**config.mk**
```make
export PLATFORM = sky130hd
export DESIGN_NAME = cbt_seq
export DESIGN_NICKNAME = d
export VERILOG_FILES = /design/src/cbt_pkg.sv /design/src/cbt_seq.sv
export SDC_FILE = /design/constraint.sdc
export NUM_CORES = 1
export LEC_CHECK = 0
export BUFFER_PORTS_ARGS = -buffer_cell sky130_fd_sc_hd__buf_4
export CAP_MARGIN = 25
export CELL_PAD_IN_SITES_DETAIL_PLACEMENT = 0
export CELL_PAD_IN_SITES_GLOBAL_PLACEMENT = 2
export CORE_MARGIN = 2
export CORE_UTILIZATION = 37
export DETAILED_ROUTE_END_ITERATION = 8
export MAX_ROUTING_LAYER = met4
export PLACE_DENSITY = 0.85
export SYNTH_ARGS = -nofsm -noshare
export SYNTH_HDL_FRONTEND = slang
export SYNTH_SLANG_ARGS = --single-unit
```
**constraint.sdc**
```tcl
create_clock -name clk -period 16.6 [get_ports clk]
set_input_delay 1.66 -clock clk [delete_from_list [all_inputs] [get_ports clk]]
set_output_delay 1.66 -clock clk [all_outputs]
set_load 0.01 [all_outputs]
```
**src/cbt_pkg.sv**
```systemverilog
`timescale 1ns / 1ps

package cbt_pkg;

  localparam int DEF_SEGMENTS = 20;

  localparam int CoordW = 16;
  localparam int WeightW = 16;

  // Q1.15 weight for 1.0
  localparam longint OneQ15 = 32768;

  typedef struct packed {
    logic signed [CoordW-1:0] start_x;
    logic signed [CoordW-1:0] start_y;
    logic signed [CoordW-1:0] start_z;
    logic signed [CoordW-1:0] ctrl_one_x;
    logic signed [CoordW-1:0] ctrl_one_y;
    logic signed [CoordW-1:0] ctrl_one_z;
    logic signed [CoordW-1:0] ctrl_two_x;
    logic signed [CoordW-1:0] ctrl_two_y;
    logic signed [CoordW-1:0] ctrl_two_z;
    logic signed [CoordW-1:0] end_x;
    logic signed [CoordW-1:0] end_y;
    logic signed [CoordW-1:0] end_z;
  } curve_t;

  typedef struct packed {
    logic signed [CoordW-1:0] point_x;
    logic signed [CoordW-1:0] point_y;
    logic signed [CoordW-1:0] point_z;
    logic                     final_point;
  } point_t;

  typedef struct packed {
    logic [WeightW-1:0] w0;
    logic [WeightW-1:0] w1;
    logic [WeightW-1:0] w2;
    logic [WeightW-1:0] w3;
  } weights_t;

  typedef struct packed {
    logic valid;
    logic last;
  } tag_t;

endpackage

```
**src/cbt_seq.sv**
```systemverilog
`timescale 1ns / 1ps

module cbt_seq
  import cbt_pkg::*;
#(
  parameter int SEGMENTS = DEF_SEGMENTS
) (
  input  logic     clk,
  input  logic     rst,
  input  logic     adv,
  input  logic     curve_valid,
  output logic     curve_stall,
  input  curve_t   curve,
  output tag_t     s1_tag,
  output weights_t s1_w,
  output curve_t   s1_curve
);

  localparam int IdxW = $clog2(SEGMENTS + 1);
  localparam longint Den = longint'(SEGMENTS) * SEGMENTS * SEGMENTS;

  weights_t wtab [SEGMENTS+1];

  // bernstein weights per step, rounded half up at elaboration
  for (genvar g = 0; g <= SEGMENTS; g++) begin : g_wtab
    localparam longint Ti = g;
    localparam longint Ui = SEGMENTS - g;
    localparam longint W0 = (Ui * Ui * Ui * OneQ15 + Den / 2) / Den;
    localparam longint W1 = (3 * Ti * Ui * Ui * OneQ15 + Den / 2) / Den;
    localparam longint W2 = (3 * Ti * Ti * Ui * OneQ15 + Den / 2) / Den;
    localparam longint W3 = (Ti * Ti * Ti * OneQ15 + Den / 2) / Den;
    assign wtab[g].w0 = WeightW'(W0);
    assign wtab[g].w1 = WeightW'(W1);
    assign wtab[g].w2 = WeightW'(W2);
    assign wtab[g].w3 = WeightW'(W3);
  end

  logic            busy;
  logic [IdxW-1:0] idx;
  curve_t          held;
  logic            at_last;
  logic            take;

  assign at_last     = (idx == IdxW'(SEGMENTS));
  // a new curve loads as the last point of the current one issues
  assign curve_stall = busy && !(adv && at_last);
  assign take        = curve_valid && !curve_stall;

  always_ff @(posedge clk) begin
    if (rst) begin
      busy <= 1'b0;
      idx  <= '0;
    end else begin
      if (take) begin
        busy <= 1'b1;
        idx  <= '0;
      end else if (busy && adv) begin
        if (at_last) begin
          busy <= 1'b0;
        end else begin
          idx <= idx + IdxW'(1);
        end
      end
    end
  end

  always_ff @(posedge clk) begin
    if (take) begin
      held <= curve;
    end
  end

  always_ff @(posedge clk) begin
    if (rst) begin
      s1_tag <= '0;
    end else if (adv) begin
      s1_tag.valid <= busy;
      s1_tag.last  <= at_last;
    end
  end

  always_ff @(posedge clk) begin
    if (adv) begin
      s1_w     <= wtab[idx];
      s1_curve <= held;
    end
  end

endmodule

```
After elaboration in Yosys (flattened, before gate mapping)
Memory sizes are Yosys's and may differ from the RTL's. A register that Yosys moved wholly into a read port is not among the register bits.
Cells that the tools add are included.
{ "totals": {"reg_bits": 392, "wordCells": 47, "n_memories": 1, "output_inout_bits": 259, "inputBits": 196, "romBits": 2048} }
{ "mem_list": {"columns": ["memory", "depth", "width", "rd", "rd_clocked_by_memory_dff", "write_ports", "line", "text"], "rows": [
  ["(name not given)", 32, 64, 1, 1, 0, "cbt_seq.sv:84", "s1_w <= wtab[idx];"]
]} }
{ "classes": {"mux": 3, "bitwise": 2, "add_sub_neg": 1, "n_eq_ne": 1, "n_reduce_logical": 11} }
{ "op_table": {"columns": ["op", "count"], "rows": [
  ["$not 5->6", 1],
  ["$add 5x1->5 const B", 1],
  ["$eq 5x5->1 const B", 1],
  ["$logic_and 1x1->1", 4],
  ["$reduce_and 2->1", 2],
  ["$reduce_bool 2->1", 2],
  ["$mux 1", 3],
  ["$logic_not 1->1", 2],
  ["$reduce_or 2->1", 1],
  ["$not 1->1", 1]
]} }

Longest topological paths before layout
Gate-level depths: netlist (run 1).
{ "depth": {"depth_word": 8, "depth_mapped": 7, "depth_no_buf": 6} }

Worst setup path before layout (run 1)
No wires, ideal clock.
{ "synth_path": {"path_kind": "input-to-reg", "startpoint": "in adv", "endpoint": "reg held[0] (netlist bit), enable pin", "setup_ps": 808, "required_time_ps": 15792, "t_arrival_ps": 10966, "stages": 2, "n_path_buf": 0, "path_slack_ps": 4826, "cell_sequence": "nand2_1 -> a21oi_1"} }
{ "synth_via": {"elab_chain_cells": 5} }
{ "synth_rtl": {"columns": ["item", "line", "text"], "rows": [
  ["start: declaration", "cbt_seq.sv:10", "input logic adv,"],
  ["$logic_and 1x1->1", "cbt_seq.sv:46", "assign curve_stall = busy && !(adv && at_last);"],
  ["$logic_not 1->1", "cbt_seq.sv:46", null],
  ["$logic_and 1x1->1", "cbt_seq.sv:46", null],
  ["$logic_not 1->1", "cbt_seq.sv:47", "assign take = curve_valid && !curve_stall;"],
  ["$logic_and 1x1->1", "cbt_seq.sv:47", null],
  ["net take", "cbt_seq.sv:42", "logic take;"],
  ["end signal: assignment", "cbt_seq.sv:69", "held <= curve;"],
  ["end: declaration", "cbt_seq.sv:40", "curve_t held;"]
]} }
The timed path passes the listed nets, and every way through them passes these cells.
A chain may end at the register's enable or synchronous reset.

Worst setup path in the final report (run 1)
{ "layout_path": {"startpoint": "reg idx[4]", "endpoint": "out curve_stall"} }
{ "layout_via": {"elab_chain_cells": 4} }
{ "layout_rtl": {"columns": ["item", "line", "text"], "rows": [
  ["start: declaration", "cbt_seq.sv:39", "logic [IdxW-1:0] idx;"],
  ["start signal: assignment", "cbt_seq.sv:61", "idx <= idx + IdxW'(1);"],
  ["$eq 5x5->1", "cbt_seq.sv:44", "assign at_last = (idx == IdxW'(SEGMENTS));"],
  ["$logic_and 1x1->1", "cbt_seq.sv:46", null],
  ["$logic_not 1->1", "cbt_seq.sv:46", null],
  ["$logic_and 1x1->1", "cbt_seq.sv:46", null],
  ["end: declaration", "cbt_seq.sv:12", "output logic curve_stall,"]
]} }
No other way between the ends.

==> impl_metrics.yaml, run 1 <==
status:
  status: "finished clean"
setup_path:
  r2r_slack_ns: 13.01
  cp-start-kind: "flip-flop"
  path_buf_inv: 3
  max_stage_delay_ns: 0.91
  cp_slowest_cell: "dfxtp_1"
  crit_family: "flip-flops"
  crit_path_end_kind: "primary output"
  worstSetupStartpoint: "idx[4]"
  reg2reg_from: "idx[4]"
  cp_cell_sequence: "buf_4, nand4b_1, o21ai_1, inv_1, buf_4"
  cp_common_cell: "buf_4"
  crit_type: "flip-flop to primary output"
  critPathMaxFanout: 31
  worstPathArrival_ns: 2.86
  required_ns: 14.94
sta:
  rsz0062_at_grt: "false"
  period_minus_slack_ns: 4.524
  post-route-period-util_pct: 27.25
  fin_ws_ns: 12.08
  max_freq_ghz: 0.2211
  hold_violations: 0
  relSlewSlack_pct: 33.06
  worst_clock_skew_ns: 0.009666
  tightestPinTransition_ns: 1.004
  drv_slew: 0
  setup-tns-final_ns: 0
  setup_viol: 0
  hold_ws_ns: 0.4113
yosys:
  ys_types: 54
  synthTopCellsByCount: "444 x edfxtp_1, 32 x nand2_1, 31 x o21ai_0"
  ys_top_cells_by_area: "edfxtp_1 87%, ha_1 1.5%, dfxtp_1 1.0%"
  synthAdderAreaFrac_pct: 1.475
  synth_simple_gate_area_share_pct: 3.205
  synth_area_leader_cell: "edfxtp_1"
  ys_seq_elements: 452
  ys_async_sr_fraction_pct: 0
  synth_most_common_cell: "edfxtp_1"
  netlist_instances: 735
  synth_xor_area_share_pct: 0.05738
  yosysTopAreaCellShare_pct: 87.34
  synth_top_family_by_area: "compound AO/OA/AOI/OAI gates"
  synth_top_flop_cell: "edfxtp_1"
  synth.mux.area_fraction_pct: 0.7787
  synth_edf_count: 444
  ys_seq_area_share_pct: 88.39
  syn_avg_cell_area_sq_um: 20.77
  syn_area_sq_um: 15260
  synth_compound_area_share_pct: 4.639
  yosysWarnings: 0
clocking:
  postCtsSetupRepairBufs: 0
  cts_made_buffers: 46
  cts_resized: 0
  htree_levels: 2
  ctsHoldBuffers: 0
  clock-root-buffer: "clkbuf_16"
  cts_tree: "built"
  path_clk_slew_ns: 0.06
  clock_sinks: 452
  clkLatencyLatePin_ns: 0.57
  clk_path_buf_depth: 3
floorplan:
  io_pins: 455
  die_w_microns: 207.1
  start_util_pct: 37.47
  core-area_sq_um: 40740
  die_area_sq_um: 42900
  die_y_microns: 207.1
  num_rows: 74
layout:
  syn_to_final_growth_pct: 35.83
  final_util_pct: 50.89
  drive_above_1_share_pct: 42.98
  fin_nets: 1428
hold_path:
  hold_class: "flip-flop to flip-flop"
  hold_path.startpoint: "held[0]"
global_route:
  busiest_layer: "met2"
  grt_pass1_wl_mm: 56.30
  use_met2_pct: 26.97
  grt_max_degree: 78
  grt_util_met3_pct: 6.868
  grt.total_usage_pct: 18.16
  use_met1_pct: 22.14
  grt_pass1_vias: 8477
  antenna_found_initial: 1
  grt_overflow: 0
route:
  detail-route-antenna-nets: 0
  viasPerCell: 4.782
  initialDrtViolationCount: 585
  routedWlPerCell_microns: 21.80
  drt_first_pass_iters: 6
  num_vias: 8479
  routed_wl_mm: 38.65
  route.detailed.drc: 0
power:
  p_per_area_nw_per_um2: 119.7
  peakVddDrop_uv: 95.26
  p_int_uw: 1979
  switchingPower_uw: 502.3
  pwr-share-clk_pct: 40.1
  p_sw_share_pct: 20.24
  seq_power_share_pct: 54.1
  power.share.combinational_pct: 5.9
  p_leak_uw: 0.007975
placement:
  hpwl_mm: 27.48
  dpl_worst_slack_ns: 12.08
  portBuffers: 450
  gp_congestion: 0.8462
run:
  drv_cap: 0
-- logic make-up (layout without fill, tap and decap cells) --
logic type,after synthesis,count (layout)
buf+inv,47,549
flops,452,452
fa+ha+maj,18,18
simple gates,99,99
other cells,1,5
mux,10,10
compound gates,107,107
xor+xnor,1,1
-- metrics by stage --
stage	instance area, sq um	std cells	total power (uW)
floorplan	15280	738	1405
global placement	19250	1696	1507
detailed placement	19250	1696	1512
CTS	20680	1770	2511
global route	20730	1773	2565
finish	20730	1773	2481
-- area by class of cell --
| class | instances | area (sq um) |
|---|---|---|
| Antenna cell | 1 | 2.502 |
| Clock buffer | 55 | 1185 |
| Tap cell | 532 | 665.6 |
| Inverter | 12 | 45.04 |
| Clock inverter | 19 | 242.7 |
| Fill cell | 3321 | 20010 |
| Sequential cell | 452 | 13490 |
| Timing Repair Buffer | 463 | 3523 |
| Multi-Input combinational cell | 239 | 1577 |
-- power by group through the flow --
stage | Sequential, uW | Clock, uW | Combinational (uW)
floorplan | 1390 | 0 | 17.5
global placement | 1360 | 0 | 144
detailed placement | 1370 | 0 | 146
CTS | 1340 | 1020 | 147
global route | 1350 | 1060 | 156
finish | 1340 | 994 | 145
-- worst reg2reg max path: stages, from the launching register on --
cell and delay (ns):
dfxtp_1 0.91, buf_4 0.44, and4b_1 0.38, nand2_1 0.15, a21oi_4 0.20, buf_4 0.48, buf_4 0.30, buf_16 0.31
-- per-layer routing --
| layer | up-vias | part of all wire [%] |
|---|---|---|
| met3 | 84 | 9.7 |
| met5 | - | 0 |
| li1 | 3833 | - |
| met2 | 445 | 46 |
| met4 | 0 | 4.3 |
| met1 | 4117 | 40 |
-- cells in the final DEF, fill, tap and decap left out, types with 4 or more instances in the layout --
cell type  count
clkinv_2       7
a21oi_1       15
dfxtp_1        8
mux2_2         5
clkbuf_1       9
nor2b_1       16
clkbuf_16     46
o21ai_0       31
mux2i_1        4
o31ai_1        9
inv_1         12
nand2_1       32
bufinv_16      5
o22ai_1        5
ha_1          18
edfxtp_1     444
nor2_1        21
a211oi_1       8
and2_1         4
a22oi_1        7
buf_4        460
a221oi_1       6
clkinv_1       5
nand3_1        7
conb_1         4
-- worst paths after layout --
kind | end | depth (start not counted)
max reg2reg | held[49] | 7
min | s1_curve[0] | 0
min reg2reg | s1_curve[0] | 0
max | curve_stall | 5
-- sequential cells by signal (all words and copies together), names as in the netlist --
name,count
s1_w,60
held,192
busy,1
s1_curve,192
s1_tag,2
idx,5
(Power assumes the default switching activity.)
==> run 2, diff against run 1 <==
==> constraint.sdc (replaced) <==
create_clock -name clk -period 4.4 [get_ports clk]
set_input_delay 0.44 -clock clk [delete_from_list [all_inputs] [get_ports clk]]
set_output_delay 0.44 -clock clk [all_outputs]
set_load 0.01 [all_outputs]
==> impl_metrics.yaml, run 2 (synthesis results as in run 1) <==
global_route:
  grt_pass1_wl_mm: 56.13
  grt_max_degree: 139
  antenna_found_initial: 2
  grt.total_usage_pct: 18.04
  grt_overflow: 0
  grt_pass1_vias: 8554
run:
  drv_cap: 0
clocking:
  clock_sinks: 452
  path_clk_slew_ns: 0.06
  clock-root-buffer: "clkbuf_16"
  htree_levels: 2
  postCtsSetupRepairBufs: 0
  clk_path_buf_depth: 3
  clkLatencyLatePin_ns: 0.57
  ctsHoldBuffers: 0
  cts_tree: "built"
  cts_made_buffers: 46
  cts_resized: 0
layout:
  reg.largest.list: "held: 192 flops, s1_curve: 192 flops, s1_w: 60 flops"
  layout_commonest_cell: "buf_4"
  final_cell_mix: "454 x buf_4, 444 x edfxtp_1, 47 x clkbuf_16"
  syn_to_final_growth_pct: 36.04
  final_util_pct: 50.97
  fin_nets: 1423
  drive_above_1_share_pct: 43.09
route:
  num_vias: 8537
  drt_first_pass_iters: 5
  route.detailed.drc: 0
  detail-route-antenna-nets: 0
  routed_wl_mm: 38.18
  initialDrtViolationCount: 594
  routedWlPerCell_microns: 21.47
  viasPerCell: 4.801
setup_path:
  crit_type: "flip-flop to primary output"
  required_ns: 3.96
  worstPathArrival_ns: 2.56
  r2r_slack_ns: 1.79
  r2r_end: "held[116]"
  cp-start-kind: "flip-flop"
  critPathMaxFanout: 22
  crit_path_end_kind: "primary output"
  r2r_cells: 6
  reg2reg_from: "idx[1]"
hold_path:
  whs_endpoint: "held[48]"
  hold_path_depth: 1
  hold_path.startpoint: "curve[48]"
  hold_class: "input pin to flip-flop"
sta:
  hold_violations: 0
  post-route-period-util_pct: 68.13
  relSlewSlack_pct: 37.71
  setup_viol: 0
  rsz0062_at_grt: "false"
  period_minus_slack_ns: 2.998
  tightestPinTransition_ns: 0.9344
  max_freq_ghz: 0.3336
  fin_ws_ns: 1.402
  worst_clock_skew_ns: 0.01888
  setup-tns-final_ns: 0
  drv_slew: 0
placement:
  gp_congestion: 0.8645
  portBuffers: 450
  dpl_worst_slack_ns: 1.800
  hpwl_mm: 27.16
floorplan:
  core-area_sq_um: 40740
  die_w_microns: 207.1
  die_area_sq_um: 42900
  io_pins: 455
  num_rows: 74
  die_y_microns: 207.1
  start_util_pct: 37.47
power:
  p_total_uw: 9371
  p_leak_uw: 0.007978
  p_per_area_nw_per_um2: 451.2
  peakVddDrop_uv: 310.9
status:
  status: "finished clean"
run 2: cell count changes in the layout (fill, tap and decap cells not counted), moves of 2 or more:
cell,delta
inv_8,+2
inv_1,-2
clkinvlp_4,+2
clkinv_1,+6
buf_4,-6
buf_12,+3
buf_16,-2
run 2: layout make-up:
class / instances / area, sq um
Fill cell: 3328 / 19970
Sequential cell: 452 / 13500
Timing Repair Buffer: 458 / 3483
Multi-Input combinational cell: 239 / 1597
Clock buffer: 56 / 1210
Tap cell: 532 / 665.6
Clock inverter: 27 / 251.5
Inverter: 12 / 57.56
Antenna cell: 2 / 5.005
run 2: worst max-delay path by stage:
stage / slack [ns] / to / from / depth (start not counted)
6_report: 1.40 / curve_stall / idx[1] / 6
5_1_grt: 1.23 / curve_stall / idx[1] / 6
4_1_cts: 1.39 / curve_stall / idx[1] / 6
3_5_place_dp: 1.80 / held[47] / idx[1] / 6
3_3_place_gp: 1.91 / held[35] / idx[1] / 6
2_1_floorplan: -0.37 / held[0] / idx[0] / 7
run 2: worst max-delay path, stage by stage, from the launching register on:
cell and delay (ns):
dfxtp_1 0.60, inv_6 0.22, ha_4 0.20, nand4b_1 0.15
o21ai_1 0.56, inv_1 0.09, buf_4 0.16
run 2: where the power goes:
| group | switching [uW] | internal (uW) | total, uW |
|---|---|---|---|
| combinational | 277 | 269 | 546 |
| clock | 1560 | 2200 | 3760 |
| sequential | 68.8 | 5000 | 5060 |
run 2: through the flow:
stage               hold WS [ns]  cell area (sq um)  std cells
floorplan                 0.4003              15340        738
global placement          0.4005              19300       1693
detailed placement        0.4045              19300       1693
CTS                     0.003598              20760       1776
global route            0.007990              20770       1778
finish                   0.04637              20770       1778
run 2: metal layers:
metal	track usage (%)	share of wire, %
met1	22.12	39
met2	27.20	47
met3	6.428	9.3
met4	7.537	4.1
met5	-	0
==> run 3, diff against run 2 <==
--- a/config.mk
+++ b/config.mk
@@ -5,15 +5,16 @@
 export SDC_FILE = /design/constraint.sdc
 export NUM_CORES = 1
 export LEC_CHECK = 0
+export ABC_AREA = 1
 export BUFFER_PORTS_ARGS = -buffer_cell sky130_fd_sc_hd__buf_4
 export CAP_MARGIN = 25
 export CELL_PAD_IN_SITES_DETAIL_PLACEMENT = 0
 export CELL_PAD_IN_SITES_GLOBAL_PLACEMENT = 2
 export CORE_MARGIN = 2
-export CORE_UTILIZATION = 37
+export CORE_UTILIZATION = 36
 export DETAILED_ROUTE_END_ITERATION = 8
 export MAX_ROUTING_LAYER = met4
-export PLACE_DENSITY = 0.85
+export PLACE_DENSITY = 0.83
 export SYNTH_ARGS = -nofsm -noshare
 export SYNTH_HDL_FRONTEND = slang
 export SYNTH_SLANG_ARGS = --single-unit
==> constraint.sdc (replaced) <==
create_clock -name clk -period 2.8 [get_ports clk]
set_input_delay 0.28 -clock clk [delete_from_list [all_inputs] [get_ports clk]]
set_output_delay 0.28 -clock clk [all_outputs]
set_load 0.01 [all_outputs]
==> impl_metrics.yaml, run 3 <==
status:
  status: "did not finish"
  stop_stage: "detailed routing (5_2_route)"
  stop_error: "[ERROR DRT-0255] Maze Route cannot find path of net clk in worker of routeBox ( 193200 96600 ) ( 208555 144900 )."
yosys:
  syn_area_sq_um: 15060
  netlist_instances: 742
  syn_avg_cell_area_sq_um: 20.30
  ys_top_cells_by_area: "edfxtp_1 89%, nand2_1 2.5%, ha_1 1.5%"
  synth_area_leader_cell: "edfxtp_1"
  yosysTopAreaCellShare_pct: 88.51
  ys_types: 37
  ys_seq_area_share_pct: 89.58
  yosysWarnings: 0
  ys_async_sr_fraction_pct: 0
  synth_edf_count: 444
  synthTopCellsByCount: "444 x edfxtp_1, 100 x nand2_1, 30 x inv_1"
  ys_seq_elements: 452
  synth_top_flop_cell: "edfxtp_1"
  synth_most_common_cell: "edfxtp_1"
placement:
  gp_congestion: 0.8990
  hpwl_mm: 28.15
  place_area_sq_um: 19210
  portBuffers: 450
  dp.cells: 1726
clocking:
  postCtsSetupRepairBufs: 0
  cts_made_buffers: 46
  ctsHoldBuffers: 194
  clock-root-buffer: "clkbuf_16"
  htree_levels: 2
  cts_resized: 0
  clk_path_buf_depth: 3
  clock_sinks: 452
floorplan:
  num_rows: 74
  die_y_microns: 208.6
  start_util_pct: 36.64
  io_pins: 455
  die_w_microns: 208.6
global_route:
  grt_pass1_wl_mm: 60.40
  antenna_found_initial: 1
  grt_pass1_vias: 9628
  grt_overflow: 0
  grt_max_degree: 101
  grt.total_usage_pct: 19.21
==> run 3: cell types whose count changed after synthesis, sizes merged, moves of 16 or more <==
| cell | delta |
|---|---|
| nand3 | +20 |
| nand2 | +78 |
| clkbuf | -19 |
| inv | +24 |
| nor2b | -16 |
==> run 3: logic make-up after synthesis <==
kind of cell / share of synthesized area [%]
buf+inv: 1.844
compound gates: 1.877
other cells: 0.02490
flops: 89.58
fa+ha+maj: 1.495
simple gates: 5.183
==> run 3: stage by stage <==
| step | utilization, % | hold WS (ns) | worst slack [ns] |
|---|---|---|---|
| CTS | 55.17 | 0.05790 | 0.4981 |
| global route | 55.18 | 0.07478 | 0.3929 |
| detailed placement | 46.74 | 0.4045 | 0.5259 |
| global placement | 46.74 | 0.4004 | 0.6129 |
| floorplan | - | 0.3491 | -1.481 |
==> run 3: per-layer routing <==
metal / global-route usage [%]
met1: 22.25
met2: 32.60
met3: 4.755
met4: 6.823
met5: -
==> run 4, diff against run 3 <==
==> config.mk (replaced) <==
export PLATFORM = sky130hd
export DESIGN_NAME = cbt_seq
export DESIGN_NICKNAME = d
export VERILOG_FILES = /design/src/cbt_pkg.sv /design/src/cbt_seq.sv
export SDC_FILE = /design/constraint.sdc
export NUM_CORES = 1
export LEC_CHECK = 0
export ABC_AREA = 1
export BUFFER_PORTS_ARGS = -buffer_cell sky130_fd_sc_hd__buf_4
export CAP_MARGIN = 25
export CORE_MARGIN = 2
export CORE_UTILIZATION = 40
export DETAILED_ROUTE_END_ITERATION = 8
export PLACE_DENSITY_LB_ADDON = 0.15
export SYNTH_ARGS = -nofsm -noshare
export SYNTH_HDL_FRONTEND = slang
export SYNTH_SLANG_ARGS = --single-unit
==> impl_metrics.yaml, run 4 <==
clocking:
  clock_sinks: 452
  path_clk_slew_ns: 0.06
  cts_made_buffers: 45
  clkLatencyLatePin_ns: 0.57
  cts_tree: "built"
  htree_levels: 2
  clock-root-buffer: "clkbuf_16"
  cts_resized: 0
  clk_path_buf_depth: 3
sta:
  setup-tns-final_ns: 0
  drv_slew: 0
  tightestPinTransition_ns: 0.7717
  rsz0062_at_grt: "false"
  worst_clock_skew_ns: 0.01733
  period_minus_slack_ns: 2.206
  relSlewSlack_pct: 48.56
  hold_violations: 0
  setup_viol: 0
  max_freq_ghz: 0.4533
  hold_ws_ns: 0.08847
  post-route-period-util_pct: 78.79
setup_path:
  cp_common_cell: "inv_2"
  r2r_slack_ns: 0.62
  crit_family: "buffers and inverters"
  worstPathArrival_ns: 1.93
  crit_path_end_kind: "primary output"
  cp_cell_sequence: "inv_2, ha_4, inv_4, nor2_4, nand3_2, nand2_2, inv_2, buf_4"
  required_ns: 2.52
  crit_type: "flip-flop to primary output"
  critPathMaxFanout: 10
  path_buf_inv: 4
  reg2reg_from: "idx[0]"
  r2r_end: "held[94]"
  cp_slowest_cell: "dfxtp_2"
  r2r_cells: 9
  cp-start-kind: "flip-flop"
  crit_cells: 8
  max_stage_delay_ns: 0.38
power:
  seq_power_share_pct: 54.0
  switchingPower_uw: 3029
  power.share.combinational_pct: 7.4
  p_int_uw: 11690
  p_leak_uw: 0.009050
  p_per_area_nw_per_um2: 655.5
  pwr-share-clk_pct: 38.6
  peakVddDrop_uv: 554.0
  p_sw_share_pct: 20.59
yosys:
  syn_avg_cell_area_sq_um: 20.30
  ys_async_sr_fraction_pct: 0
  syn_area_sq_um: 15060
  netlist_instances: 742
  ys_types: 37
  synth_top_flop_cell: "edfxtp_1"
  ys_seq_elements: 452
  yosysWarnings: 0
  ys_seq_area_share_pct: 89.58
  synth_area_leader_cell: "edfxtp_1"
  yosysTopAreaCellShare_pct: 88.51
  synth_most_common_cell: "edfxtp_1"
  ys_top_cells_by_area: "edfxtp_1 89%, nand2_1 2.5%, ha_1 1.5%"
  synth_edf_count: 444
  synthTopCellsByCount: "444 x edfxtp_1, 100 x nand2_1, 30 x inv_1"
placement:
  dp.cells: 1699
  place_area_sq_um: 19100
  gp_congestion: 0.8902
  portBuffers: 450
  hpwl_mm: 24.73
global_route:
  grt.total_usage_pct: 18.06
  busiest_layer: "met2"
  grt_overflow: 0
  grt_pass1_wl_mm: 52.75
  use_met2_pct: 29.66
  grt_pass1_vias: 9145
  grt_max_degree: 131
  grt_util_met3_pct: 7.494
  use_met1_pct: 21.56
  antenna_found_initial: 3
floorplan:
  num_rows: 71
  die_y_microns: 198.1
  start_util_pct: 40.28
  die_w_microns: 198.1
  die_area_sq_um: 39230
  io_pins: 455
  core-area_sq_um: 37400
route:
  routedWlPerCell_microns: 18.42
  routed_wl_mm: 36.43
  initialDrtViolationCount: 537
  num_vias: 8903
  drt_first_pass_iters: 5
  route.detailed.drc: 0
  detail-route-antenna-nets: 0
  viasPerCell: 4.501
layout:
  drive_above_1_share_pct: 37.43
  layout_commonest_cell: "buf_4"
  reg.largest.list: "held: 192 flops, s1_curve: 192 flops, s1_w: 60 flops"
  instances_no_fill: 1978
  seqCellArea_sq_um: 13500
  final_cell_mix: "454 x buf_4, 444 x edfxtp_1, 194 x dlygate4sd3_1"
  fin_nets: 1643
  multi_input_area_sq_um: 1321
  stdcell_area_sq_um: 22450
  n_fill_cell: 2760
  syn_to_final_growth_pct: 49.02
hold_path:
  hold_class: "input pin to flip-flop"
  whs_endpoint: "s1_w[61]"
  hold_path_depth: 1
  hold_path.startpoint: "adv"
status:
  status: "finished clean"
run:
  drv_cap: 0
## run 4: cell counts after synthesis
No cell type changed its count.
## run 4: worst max path at each step
stage                     startpoint          end
after floorplan               idx[1]      held[0]
after global placement        idx[0]     held[86]
after detailed placement      idx[0]     held[51]
after CTS                     idx[0]  curve_stall
after global routing          idx[0]  curve_stall
final                         idx[0]  curve_stall
## run 4: per-layer routing
layer,vias to the layer above,part of all wire (%)
li1,4154,-
met1,4304,38
met2,381,50
met3,64,10
met4,0,2.8
met5,-,0
## run 4: area by class of cell
cell class | count | share of cell area [%]
Multi-Input combinational cell | 241 | 5.886
Timing Repair Buffer | 652 | 24.17
Clock buffer | 55 | 5.184
Clock inverter | 27 | 1.026
Inverter | 37 | 0.7357
Tap cell | 511 | 2.848
Sequential cell | 452 | 60.12
Antenna cell | 3 | 0.03344
## run 4: logic make-up after synthesis
logic type	share of synthesized area (%)
adders and majority gates	1.495
DFF	89.58
buffers and inverters	1.844
other	0.02490
and+or+nand+nor	5.183
AOI/OAI and AO/OA	1.877
## run 4: timing repair
| action | in CTS | in global routing |
|---|---|---|
| hold buffers | 194 | 0 |
| setup buffers | 0 | 0 |
| endpoints found under the hold margin | 195 | 0 |
| endpoints found under the setup margin | 0 | 0 |
## run 4: power by group through the flow
stage          logic [uW]  registers, uW  clock network, uW
2_1_floorplan         104           8190                  0
3_3_place_gp          860           8070                  0
3_5_place_dp          864           8090                  0
4_1_cts              1100           7950               5840
5_1_grt              1160           7980               6110
6_report             1090           7940               5680
## run 4: stage by stage
| stage | util (%) | total power (uW) | worst slack, ns |
|---|---|---|---|
| finish | 60.02 | 14710 | 0.5940 |
| global route | 60.02 | 15250 | 0.4836 |
| CTS | 60.00 | 14890 | 0.5547 |
| detailed placement | 51.08 | 8950 | 0.6196 |
| global placement | 51.08 | 8933 | 0.6765 |
| floorplan | - | 8289 | -1.481 |
## run 4: worst reg2reg max path, delay by kind of cell (launching register included)
kind                       cells  cell delay (ns)
adders and majority gates      1             0.21
buffers and inverters          4             0.75
DFF                            1             0.38
and+or+nand+nor                4             0.40
